==> config.mk <==
export PLATFORM = sky130hd
export DESIGN_NAME = nibble_rle_image_decoder
export DESIGN_NICKNAME = d
export VERILOG_FILES = /design/src/rtl/nrle_pkg.sv /design/src/rtl/nrle_front.sv /design/src/rtl/nrle_fifo.sv /design/src/rtl/nrle_back.sv /design/src/rtl/nibble_rle_image_decoder.sv
export SDC_FILE = /design/constraint.sdc
export NUM_CORES = 1
export LEC_CHECK = 0
export BUFFER_PORTS_ARGS = -buffer_cell sky130_fd_sc_hd__buf_2
export CORE_AREA = 3 3 148 186
export DETAILED_ROUTE_END_ITERATION = 7
export DIE_AREA = 0 0 151 189
export HOLD_SLACK_MARGIN = 0.06
export PLACE_DENSITY = 0.76
export SYNTH_ARGS = -nofsm -noshare
export SYNTH_HDL_FRONTEND = slang
export SYNTH_SLANG_ARGS = --single-unit
export TNS_END_PERCENT = 50
==> constraint.sdc <==
create_clock -name clk -period 4.5 [get_ports clk]
set_clock_uncertainty 0.1 [all_clocks]
set_input_delay 0.225 -clock clk [delete_from_list [all_inputs] [get_ports clk]]
set_output_delay 0.225 -clock clk [all_outputs]
set_load 0.03 [all_outputs]
==> src/rtl/nrle_pkg.sv <==
package nrle_pkg;

  // parser phases
  localparam logic [2:0] PH_TOKEN    = 3'd0;
  localparam logic [2:0] PH_BYTE_HI  = 3'd1;
  localparam logic [2:0] PH_COUNT_HI = 3'd2;
  localparam logic [2:0] PH_BYTE_LO  = 3'd3;
  localparam logic [2:0] PH_COUNT_LO = 3'd4;
  localparam logic [2:0] PH_KEY      = 3'd5;

  // token codes
  localparam logic [3:0] TOK_LAST_LIT = 4'hB;
  localparam logic [3:0] TOK_RAW_SEQ  = 4'hC;
  localparam logic [3:0] TOK_KEY_RUN  = 4'hD;
  localparam logic [3:0] TOK_BYTE_RUN = 4'hE;
  localparam logic [3:0] TOK_RAW_ONE  = 4'hF;

  // configuration register indexes
  localparam logic CFG_PALETTE_LOW  = 1'b0;
  localparam logic CFG_PALETTE_HIGH = 1'b1;

  localparam int unsigned CFG_DATA_W    = 64;
  localparam int unsigned QUEUE_DEPTH   = 4;

  typedef struct packed {
    logic [2:0] phase;
    logic [3:0] code;
    logic [7:0] count;
    logic [3:0] high;
    logic [8:0] raw_left;
  } parse_st_t;

  // one result: either a raw byte or a palette key still to be translated
  typedef struct packed {
    logic       is_key;
    logic [7:0] val;
    logic [8:0] len;
  } result_t;

  // one queue entry: the results of one input beat
  typedef struct packed {
    logic    two;
    result_t r0;
    result_t r1;
  } entry_t;

  typedef struct packed {
    logic not_full;
    logic not_empty;
  } queue_stat_t;

endpackage

==> src/rtl/nrle_front.sv <==
module nrle_front (
  input  logic                 clk,
  input  logic                 rst_n,
  input  logic                 in_valid,
  output logic                 in_ready,
  input  logic                 in_start_of_image,
  input  logic [7:0]           in_packed_byte,
  input  nrle_pkg::queue_stat_t qstat,
  output logic                 push,
  output nrle_pkg::entry_t     push_entry
);
  import nrle_pkg::*;

  typedef struct packed {
    parse_st_t st;
    logic      hit;
    result_t   res;
  } feed_t;

  function automatic logic [8:0] run_len(input logic [7:0] cnt);
    run_len = (cnt == 8'd0) ? 9'd256 : {1'b0, cnt};
  endfunction

  function automatic feed_t feed(input parse_st_t s, input logic [3:0] n);
    feed_t f;
    f.st  = s;
    f.hit = 1'b0;
    f.res = '0;
    unique case (s.phase)
      PH_BYTE_HI: begin
        f.st.high  = n;
        f.st.phase = PH_BYTE_LO;
      end
      PH_COUNT_HI: begin
        f.st.high  = n;
        f.st.phase = PH_COUNT_LO;
      end
      PH_BYTE_LO: begin
        f.hit        = 1'b1;
        f.res.is_key = 1'b0;
        f.res.val    = {s.high, n};
        f.res.len    = 9'd1;
        f.st.phase   = PH_TOKEN;
        if (s.code == TOK_BYTE_RUN) begin
          f.res.len = run_len(s.count);
        end else if (s.code == TOK_RAW_SEQ) begin
          f.st.raw_left = s.raw_left - 9'd1;
          f.st.phase    = (f.st.raw_left == 9'd0) ? PH_TOKEN : PH_BYTE_HI;
        end
      end
      PH_COUNT_LO: begin
        f.st.count = {s.high, n};
        if (s.code == TOK_KEY_RUN) begin
          f.st.phase = PH_KEY;
        end else begin
          if (s.code == TOK_RAW_SEQ) f.st.raw_left = run_len({s.high, n});
          f.st.phase = PH_BYTE_HI;
        end
      end
      PH_KEY: begin
        f.hit        = 1'b1;
        f.res.is_key = 1'b1;
        f.res.val    = {4'd0, n};
        f.res.len    = run_len(s.count);
        f.st.phase   = PH_TOKEN;
      end
      default: begin
        // token phase, also the unused codes
        f.st.code = n;
        if (n <= TOK_LAST_LIT) begin
          f.hit        = 1'b1;
          f.res.is_key = 1'b1;
          f.res.val    = {4'd0, n};
          f.res.len    = 9'd1;
          f.st.phase   = PH_TOKEN;
        end else begin
          f.st.phase = (n == TOK_RAW_ONE) ? PH_BYTE_HI : PH_COUNT_HI;
        end
      end
    endcase
    return f;
  endfunction

  parse_st_t st_r, st_nxt;
  parse_st_t st_start;
  feed_t     f_hi, f_lo;
  logic      accept;

  assign in_ready = qstat.not_full;
  assign accept   = in_valid && in_ready;

  always_comb begin
    st_start = in_start_of_image ? parse_st_t'('0) : st_r;
    f_hi     = feed(st_start, in_packed_byte[7:4]);
    f_lo     = feed(f_hi.st, in_packed_byte[3:0]);
    push            = accept && (f_hi.hit || f_lo.hit);
    push_entry.two  = f_hi.hit && f_lo.hit;
    push_entry.r0   = f_hi.hit ? f_hi.res : f_lo.res;
    push_entry.r1   = f_lo.res;
    st_nxt          = accept ? f_lo.st : st_r;
  end

  always_ff @(posedge clk) begin
    if (!rst_n) begin
      st_r <= '0;
    end else begin
      st_r <= st_nxt;
    end
  end

endmodule

==> src/rtl/nrle_fifo.sv <==
module nrle_fifo #(
  parameter int unsigned Depth = nrle_pkg::QUEUE_DEPTH
) (
  input  logic                  clk,
  input  logic                  rst_n,
  input  logic                  push,
  input  nrle_pkg::entry_t      push_entry,
  input  logic                  pop,
  output nrle_pkg::entry_t      head,
  output nrle_pkg::queue_stat_t qstat
);
  import nrle_pkg::*;

  localparam int unsigned PtrW = (Depth > 1) ? $clog2(Depth) : 1;
  localparam int unsigned CntW = $clog2(Depth + 1);
  localparam logic [PtrW-1:0] PtrMax = PtrW'(Depth - 1);
  localparam logic [CntW-1:0] CntMax = CntW'(Depth);

  entry_t            mem_r [Depth];
  logic [PtrW-1:0]   wr_ptr_r, wr_ptr_nxt;
  logic [PtrW-1:0]   rd_ptr_r, rd_ptr_nxt;
  logic [CntW-1:0]   cnt_r, cnt_nxt;

  assign head            = mem_r[rd_ptr_r];
  assign qstat.not_full  = (cnt_r != CntMax);
  assign qstat.not_empty = (cnt_r != '0);

  always_comb begin
    wr_ptr_nxt = wr_ptr_r;
    rd_ptr_nxt = rd_ptr_r;
    cnt_nxt    = cnt_r;
    if (push) wr_ptr_nxt = (wr_ptr_r == PtrMax) ? '0 : wr_ptr_r + 1'b1;
    if (pop)  rd_ptr_nxt = (rd_ptr_r == PtrMax) ? '0 : rd_ptr_r + 1'b1;
    if (push && !pop)      cnt_nxt = cnt_r + 1'b1;
    else if (pop && !push) cnt_nxt = cnt_r - 1'b1;
  end

  always_ff @(posedge clk) begin
    if (!rst_n) begin
      wr_ptr_r <= '0;
      rd_ptr_r <= '0;
      cnt_r    <= '0;
    end else begin
      wr_ptr_r <= wr_ptr_nxt;
      rd_ptr_r <= rd_ptr_nxt;
      cnt_r    <= cnt_nxt;
    end
  end

  always_ff @(posedge clk) begin
    if (push) mem_r[wr_ptr_r] <= push_entry;
  end

endmodule

==> src/rtl/nrle_back.sv <==
module nrle_back (
  input  logic                             clk,
  input  logic                             rst_n,
  input  logic                             cfg_we,
  input  logic                             cfg_index,
  input  logic [nrle_pkg::CFG_DATA_W-1:0]  cfg_wdata,
  input  nrle_pkg::entry_t                 head,
  input  logic                             head_valid,
  output logic                             pop,
  output logic                             out_valid,
  input  logic                             out_ready,
  output logic [7:0]                       out_out_byte,
  output logic [8:0]                       out_repeat_len,
  output logic                             out_last
);
  import nrle_pkg::*;

  logic [CFG_DATA_W-1:0] pal_low_r, pal_high_r;
  logic                  valid_r, valid_nxt;
  logic                  sel_r, sel_nxt;
  logic [7:0]            byte_r;
  logic [8:0]            len_r;
  logic                  last_r;
  logic                  load;
  result_t               cur;
  logic                  cur_last;
  logic [CFG_DATA_W-1:0] word;
  logic [7:0]            cur_byte;

  assign out_valid      = valid_r;
  assign out_out_byte   = byte_r;
  assign out_repeat_len = len_r;
  assign out_last       = last_r;

  always_comb begin
    load      = head_valid && (!valid_r || out_ready);
    cur       = sel_r ? head.r1 : head.r0;
    cur_last  = sel_r || !head.two;
    pop       = load && cur_last;
    word      = cur.val[3] ? pal_high_r : pal_low_r;
    cur_byte  = cur.is_key ? word[{cur.val[2:0], 3'b000} +: 8] : cur.val;
    valid_nxt = load ? 1'b1 : (out_ready ? 1'b0 : valid_r);
    sel_nxt   = load ? !cur_last : sel_r;
  end

  always_ff @(posedge clk) begin
    if (!rst_n) begin
      valid_r    <= 1'b0;
      sel_r      <= 1'b0;
      pal_low_r  <= '0;
      pal_high_r <= '0;
    end else begin
      valid_r <= valid_nxt;
      sel_r   <= sel_nxt;
      if (cfg_we) begin
        unique case (cfg_index)
          CFG_PALETTE_LOW:  pal_low_r  <= cfg_wdata;
          CFG_PALETTE_HIGH: pal_high_r <= cfg_wdata;
        endcase
      end
    end
  end

  always_ff @(posedge clk) begin
    if (load) begin
      byte_r <= cur_byte;
      len_r  <= cur.len;
      last_r <= cur_last;
    end
  end

endmodule

==> src/rtl/nibble_rle_image_decoder.sv <==
// path: an accepted beat is written to the result queue, then loaded into the output register
// throughput: one input beat per cycle while out_ready is high and each beat gives at
//   most one result; a two-result beat holds the single output register for both,
//   and the result queue of QueueDepth entries absorbs the difference
// reset: synchronous active low rst_n clears the parser, queue pointers, output valid
//   and both palette registers; no clearing pass is needed
module nibble_rle_image_decoder #(
  parameter int unsigned QueueDepth = nrle_pkg::QUEUE_DEPTH
) (
  input  logic                            clk,
  input  logic                            rst_n,
  input  logic                            in_valid,
  output logic                            in_ready,
  input  logic                            in_start_of_image,
  input  logic [7:0]                      in_packed_byte,
  output logic                            out_valid,
  input  logic                            out_ready,
  output logic [7:0]                      out_out_byte,
  output logic [8:0]                      out_repeat_len,
  output logic                            out_last,
  input  logic                            cfg_we,
  input  logic                            cfg_index,
  input  logic [nrle_pkg::CFG_DATA_W-1:0] cfg_wdata
);
  import nrle_pkg::*;

  // front to queue: one entry per beat that yields any result
  logic        q_push;
  entry_t      q_push_entry;
  // queue to back
  entry_t      q_head;
  queue_stat_t q_stat;
  logic        q_pop;

  // front: two nibble parser steps per beat, palette keys left untranslated
  nrle_front u_front (
    .clk               (clk),
    .rst_n             (rst_n),
    .in_valid          (in_valid),
    .in_ready          (in_ready),
    .in_start_of_image (in_start_of_image),
    .in_packed_byte    (in_packed_byte),
    .qstat             (q_stat),
    .push              (q_push),
    .push_entry        (q_push_entry)
  );

  // short queue lets the parser run ahead of a stalled output
  nrle_fifo #(
    .Depth (QueueDepth)
  ) u_fifo (
    .clk        (clk),
    .rst_n      (rst_n),
    .push       (q_push),
    .push_entry (q_push_entry),
    .pop        (q_pop),
    .head       (q_head),
    .qstat      (q_stat)
  );

  // back: splits an entry into results, translates keys, drives the output register
  nrle_back u_back (
    .clk            (clk),
    .rst_n          (rst_n),
    .cfg_we         (cfg_we),
    .cfg_index      (cfg_index),
    .cfg_wdata      (cfg_wdata),
    .head           (q_head),
    .head_valid     (q_stat.not_empty),
    .pop            (q_pop),
    .out_valid      (out_valid),
    .out_ready      (out_ready),
    .out_out_byte   (out_out_byte),
    .out_repeat_len (out_repeat_len),
    .out_last       (out_last)
  );

  // the back never pops an empty queue
  a_pop_nonempty: assert property (@(posedge clk) disable iff (!rst_n)
    q_pop |-> q_stat.not_empty)
    else $error("queue popped while empty");

  // an empty queue always has room for the next beat
  a_ready_when_empty: assert property (@(posedge clk) disable iff (!rst_n)
    !q_stat.not_empty |-> in_ready)
    else $error("input stalled with empty queue");

  // every shown result has a run length of 1 to 256
  a_len_range: assert property (@(posedge clk) disable iff (!rst_n)
    out_valid |-> (out_repeat_len != 9'd0) && (out_repeat_len <= 9'd256))
    else $error("run length out of range");

  // a beat that gives results is queued only when accepted
  a_push_accepted: assert property (@(posedge clk) disable iff (!rst_n)
    q_push |-> (in_valid && in_ready))
    else $error("queue written without an accepted beat");

endmodule
==> summary.md, run 1 <==
| Metric | Value |
|---|---|
| PD cells | roughly 500 nW/um^2 |
| DR vias/cell | roughly 6.1 |
| Root Driver | clkbuf_16 |
| Register-to-Register Path Depth | 10 |
| Starting Density | 60.4% |
| Clock Latency Late Sink | 500 ps |
| Clock power share | 29.2% |
| Uppermost layer routed | met4 |
| Area growth syn-to-layout | 15.9% |
| Synth Flop Type | dfxtp_1 |
| I/O Pins | 99 |
| Pin count of the biggest net entering global routing | 94 |
| LEAKAGE | between 6 and 7 nW |
| Initial antenna violation count | 0 |
| Maximum VDD drop | 0.311 mV |
| Mapped Area | roughly 16,000 um^2 |
| Run status | finished clean |
| Synthesized flop and latch total | 333 |
| FF-to-FF End | u_fifo.cnt_r[2] |
| Max-cap violation count | 0 |
| Max Clk Rate | 273 MHz |
| Synth cell count leaders | 309 x nand2_1, 167 x dfxtp_1, 166 x edfxtp_1 |
| First-pass GRT wire length | ~62 mm |
| P_sw | roughly 3 mW |
| TritonCTS buffer count | 35 |
| Setup TNS | 0 ps |
| Yosys cell types | 81 |
| Reg-to-Reg Start | u_front.st_r[26] |
| Num Clock Sinks | about 330 |
| Power consumption | 9.34 mW |
| Synth warn | 0 |
| Synth top area cells | edfxtp_1 32%, dfxtp_1 21%, nand2_1 7.4%, a21boi_0 6.6%, mux4_2 6.3% |
| Post-synth top area cell | edfxtp_1 |
| Drt drc | 0 |
| Worst setup SP type | flip-flop |
| Post-DP HPWL | approximately 25 mm |
| Final Hold Fails | 0 |
| Critical path type | flip-flop to flip-flop |
| Post-CTS sizing | 0 |
| Internal Power | 6.34 mW |
| Post-DRT Antenna Nets | 0 |
| WL final | 40.0 mm |
| Core area | 25,900 um^2 |
| Wire length per cell | 20.6 um |
| Number of diodes | 0 |
| Seq/Total Area, Yosys | 53.2% |
| Hold_sp | in_packed_byte[1] |
| WP data arrival | 3990 ps |
| Worst Hold End | u_front.st_r[22] |
| Sequential share of power | between 40% and 50% |
| Worst path required time | 4820 ps |
| Syn Area/Cell | 10.8 um^2 |
| Mapped Nets | 1,542 |
| Router iterations before antenna repair | 5 |
| Vias in the first global route | 11,700 |
| Hold Path Class | primary input to flip-flop |
| Die ar. | 28,500 um^2 |
| Crit path max fanout | 24 |
| Die W | 151 um |
| Switching share of total power | 32.1% |
| Routability cong. | 0.966 |
| Final cycle utilization of the critical path | between 80% and 90% |
| Routed wl met3 | 2.41 mm |
| Nets | 1,668 |
| CTS tree | yes |
| Minimum clock period | 3670 ps |
| I/O Buffers | 98 |
| Clock Pin Slew Worst Setup and Hold Paths | 60 ps |
| Via count | 11,800 |
| Count leader, synth | nand2_1 |
| Number of synthesized flops with an enable pin | 166 |
| Drt initial violations | ~880 |
| Worst setup EP type | flip-flop |
| FP Rows | 66 |
| Fin. max-slew vios | 0 |
| Met2 wire len | 20.3 mm |
| WHS Path Cells | 3 |
| Actual slew at the worst max-slew pin | between 800 and 900 ps |
| H-tree Lvls | 2 |
| RSZ-0062 raised after global routing | false |
| FFs w/ async S/R, synth | 0% |
| Slew headroom | 40.4% |
| Die Ht | 189 um |
| Wl on met1 | roughly 15 mm |
| Share of the synthesized area in the top cell type | about a third |
| Syn Inst Count | ~1,500 |
| Setup-failing EPs final | 0 |
| Clk buf depth | 3 |
| GRT Total Usage | 27.7% |
| FF-to-FF setup slack | roughly 830 ps |
| Share of layout cells above drive strength 1 | between 15 and 20% |
| Gr ovfl total | 0 |
| Combinational fraction of design power | 30.0% |
## how the worst max path moves through the flow
stage,end,cells past startpoint,startpoint,slack (ps)
final,u_fifo.cnt_r[2],10,u_front.st_r[26],830
after global routing,u_fifo.cnt_r[2],10,u_front.st_r[26],570
after CTS,u_fifo.cnt_r[2],10,u_front.st_r[26],880
after detailed placement,u_fifo.cnt_r[2],10,u_front.st_r[26],880
after global placement,u_fifo.mem_r[0][28],12,in_start_of_image,1010
after floorplan,u_fifo.mem_r[0][27],14,in_start_of_image,1250
## per-stage QoR
step | hold slack [ps] | util [%] | instances | worst slack, ps | instance area [um^2]
2_1_floorplan | 270 | - | 1452 | 1250 | 15700
3_3_place_gp | 350 | 63.2 | 1814 | 1010 | 16400
3_5_place_dp | 358 | 63.2 | 1814 | 879 | 16400
4_1_cts | 78.4 | 70.0 | 1943 | 881 | 18100
5_1_grt | 111 | 70.0 | 1943 | 569 | 18100
6_report | 102 | 70.0 | 1943 | 834 | 18100
## sequential cells by signal, indices dropped and copies added, names as in the netlist, 2 cells and up, named ones only
signal                 flops
u_back.out_out_byte        8
u_back.out_repeat_len      9
u_back.pal_low_r          64
u_fifo.cnt_r               3
u_fifo.rd_ptr_r            2
u_fifo.mem_r             148
u_back.pal_high_r         64
u_fifo.wr_ptr_r            2
u_front.st_r              28
## cell usage in the layout, fill, tap and decap left out, drive strengths merged, types with 9 or more instances in the layout
master / instances
nand2: 309
dfxtp: 167
edfxtp: 166
a21boi: 140
buf: 125
nor2: 67
dlygate4sd3: 67
mux2i: 67
a21oi: 49
clkbuf: 46
mux4: 44
o21ai: 34
nor2b: 28
a211oi: 21
inv: 20
mux2: 19
nand3: 17
and2: 14
a31oi: 13
a21o: 13
nor3: 10
ha: 10
and3: 10
clkinv: 10
a22oi: 9
o22ai: 9
## routing by layer
layer  vias to the layer above  track usage [%]
li1                       5521                -
met1                      5721             33.5
met2                       451             47.9
met3                       118             3.76
met4                         0             14.4
met5                         -                0
## area by class of cell
class	count	area, um^2
multi-input combinational	998	6880
timing repair buffer	192	1370
sequential	333	8330
tap	340	425
clock buffer	46	947
fill	1848	7780
clock inverter	16	135
inverter	18	67.6
## power by group through the flow
stage	logic (mW)	registers [mW]	clock network, mW
2_1_floorplan	1.87	3.94	0
3_5_place_dp	2.75	3.86	0
6_report	2.80	3.81	2.73
4_1_cts	2.82	3.81	2.78
5_1_grt	3.02	3.84	2.89
3_3_place_gp	2.70	3.84	0
## timing repair
action	in CTS	in global routing
endpoints found under the hold margin	131	0
buffers inserted	0	0
hold buffers	67	0
## cells by family (layout without fill, tap and decap cells)
group / after synthesis / after routing / share of synthesized area [%]
muxes: 130 / 130 / 12.1
buffers and inverters: 121 / 272 / 3.16
xor gates and xnor gates: 7 / 7 / 0.392
and+or+nand+nor: 500 / 500 / 14.2
DFF: 333 / 333 / 53.2
adders and majority gates: 11 / 11 / 0.927
AOI/OAI and AO/OA: 350 / 350 / 16.0
## worst max-delay path, cell delays in order (launching register included)
cell and delay, ps:
dfxtp_1 830, xor2_1 210, nand3_1 160, a21boi_1 260, a31oi_1 580, ha_1 300, inv_1 70, fa_1 420
xor2_1 170, or3_1 300, a21boi_0 170
Note: power is estimated with default switching activity, not from simulation.
==> run 2, diff against run 1 <==
Settings changed: CORE_AREA 3 3 148 186 to 3 3 155 195, DIE_AREA 0 0 151 189 to 0 0 158 198, PLACE_DENSITY 0.76 to 0.73.
Clock period 4.5 ns to 3.28 ns, I/O delays scaled along.
==> run 2 against run 1 <==
  * Power increased by 40%
  * Die area rose by 9.6%
  * Hold slack worse by 37 ps
  * Clock power rose by 41%
  * Clock-buffer cell count is the same
  * Flip-flop and latch count unchanged
  * Highest routed layer is now met5
  * Sequential power grew 36%
  * First-iteration DRC count grew 3.7%
  * Critical path depth fell by 2
  * Non-clock buffer count is 36 higher
  * Fmax grew 19%
  * Sequential share of layout area down 1.1 points
==> summary.md, run 2 (synthesized netlist as in run 1, its figures left out) <==
| Metric | Value |
|---|---|
| CTS tree | yes |
| Hold_ws | 65.9 ps (-36.6 ps) |
| GRT Total Usage | 25.6% (-2.1 points) |
| Power consumption | 13.0 mW (+40%) |
| Multi-input combinational cell area | 6880 um^2 (about the same) |
| Clk buf depth | 3 (unchanged) |
| Fill cells | 2,059 (+11%) |
| Via count | 11,800 (+0.31%) |
| Maximum VDD drop | 0.523 mV (+68%) |
| Area growth syn-to-layout | 18.8% |
| Placement Setup Slack | 212 ps (-666 ps) |
| Fin. max-slew vios | 0 (unchanged) |
| Max Clk Rate | 326 MHz (+19%) |
| Clock Pin Slew Worst Setup and Hold Paths | 60 ps (about the same) |
| Setup-failing EPs final | 0 (unchanged) |
| Pin count of the biggest net entering global routing | 106 (+13%) |
| Router iterations before antenna repair | 5 (unchanged) |
| Buffers and inverters on the worst path | 0 (-1) |
| PD cells | 701 nW/um^2 (+36%) |
| Post-DP HPWL | 26.2 mm (+3.1%) |
| Vias in the first global route | 11,900 (+1.7%) |
| WP data arrival | 3340 ps (-650 ps) |
| TritonCTS buffer count | 34 (-2.9%) |
| Setup TNS | 0 ps (unchanged) |
| Drt drc | 0 (unchanged) |
| Largest registers | u_fifo.mem_r (148), u_back.pal_high_r (64), u_back.pal_low_r (64) |
| Slowest cell on the critical path | dfxtp_1 |
| Crit path max fanout | 16 (-33%) |
| Largest register by flop count | u_fifo.mem_r |
| Max reg flops | 148 (unchanged) |
| Worst setup EP type | flip-flop |
| Share of layout cells above drive strength 1 | 18.1% (+1.9 points) |
| H-tree Lvls | 2 (unchanged) |
| Root Driver | clkbuf_16 |
| I/O Buffers | 98 (unchanged) |
| FP Rows | 69 (+4.5%) |
| Run status | finished clean |
| Actual slew at the worst max-slew pin | 828 ps (-61.6 ps) |
| I/O Pins | 99 (unchanged) |
| Nets | 1,703 (+2.1%) |
| Most frequent CP cell | a21oi_1 |
| Die W | 158 um (+4.6%) |
| Drt initial violations | 914 (+3.7%) |
| Cell chain of the critical path | nand4bb_1, a211oi_4, o22ai_1, nor4_4, a21oi_1, o21bai_1, a221oi_2, a21oi_1 |
| Starting Density | 55.1% (-5.3 points) |
| Die Ht | 198 um (+4.8%) |
| Most frequent cells in the layout | 308 x nand2_1, 166 x edfxtp_1, 165 x dfxtp_1 |
| Core area | 28,400 um^2 (+9.5%) |
| Num Clock Sinks | 333 (unchanged) |
| Die ar. | 31,300 um^2 (+9.6%) |
| Final worst slack | 211 ps (-623 ps) |
| Number of diodes | 0 (unchanged) |
| Final Hold Fails | 0 (unchanged) |
| Max-cap violation count | 0 (unchanged) |
| LEAKAGE | 6.86 nW (+3.4%) |
| Final core utilization | 65.5% (-4.5 points) |
| Worst setup SP type | flip-flop |
| Initial antenna violation count | 1 (+1) |
| Largest delay contributor family on the critical path | compound AO/OA/AOI/OAI gates |
| WL final | 40.3 mm (+0.61%) |
| Commonest non-fill, non-tap cell in the layout | nand2_1 |
| RSZ-0062 raised after global routing | false |
| CP max stage delay | 630 ps (-200 ps) |
| First-pass GRT wire length | 63.5 mm (+2.1%) |
| Final cycle utilization of the critical path | 93.6% (+12 points) |
| Critical path type | flip-flop to flip-flop |
| Slew headroom | 44.7% (+4.3 points) |
| Clock Latency Late Sink | 500 ps (about the same) |
| Wire length per cell | 20.2 um (-1.9%) |
| DR vias/cell | 5.94 (-2.2%) |
| Minimum clock period | 3070 ps (-597 ps) |
| Routability cong. | 0.971 (+0.52%) |
| Hold Path Class | primary input to flip-flop |
| Register area | 8330 um^2 (about the same) |
| Post-DRT Antenna Nets | 0 (unchanged) |
| Worst path required time | 3550 ps (-1270 ps) |
| Gr ovfl total | 0 (unchanged) |
-- run 2: worst paths after layout --
path	start	end	slack, ps	cells past startpoint
worst min-delay path	cfg_index	u_back.pal_low_r[8]	70	4
worst max-delay path	u_front.st_r[25]	u_front.st_r[5]	210	8
worst min register to register	u_back.pal_high_r[28]	u_back.pal_high_r[28]	360	2
worst max register to register	u_front.st_r[25]	u_front.st_r[5]	210	8
-- run 2: routing by layer --
| layer | global-route usage [%] | up-vias | wire [um] |
|---|---|---|---|
| li1 | - | 5587 | - |
| met1 | 31.6 | 5705 | 16200 |
| met2 | 45.3 | 445 | 20400 |
| met3 | 3.32 | 109 | 2010 |
| met4 | 10.6 | 2 | 1650 |
| met5 | 0 | - | 7 |
-- run 2: what timing repair did --
item | CTS | global route
setup endpoints to repair | 0 | 5
hold buffers | 70 | 0
buffers inserted | 0 | 0
hold endpoints to repair | 134 | 0
gates resized for setup | 0 | 2
-- run 2: metrics by stage --
step                      instance area [um^2]  cells
final                                    18600   1993
after global routing                     18600   1993
after CTS                                18600   1993
after detailed placement                 16800   1862
after global placement                   16800   1862
after floorplan                          15700   1452
-- run 2: report_power, final --
| part | switching, mW | internal, mW | total, mW |
|---|---|---|---|
| clock | 1.55 | 2.29 | 3.84 |
| combinational | 2.31 | 1.72 | 4.03 |
| sequential | 0.260 | 4.92 | 5.18 |
| total | 4.12 | 8.92 | 13.0 |
-- run 2: final cells by class --
class,count,area share (%)
clock inverters,15,0.827
inverters,18,0.363
well taps,355,2.39
flip-flops and latches,333,44.8
repair buffers,228,9.51
clock buffers,46,5.14
multi-input cells,998,37.0
-- run 2: worst min-delay path, cell delays in order --
cell	delay, ps
buf_2	130
nor2b_4	150
nand2_1	100
a21boi_0	60
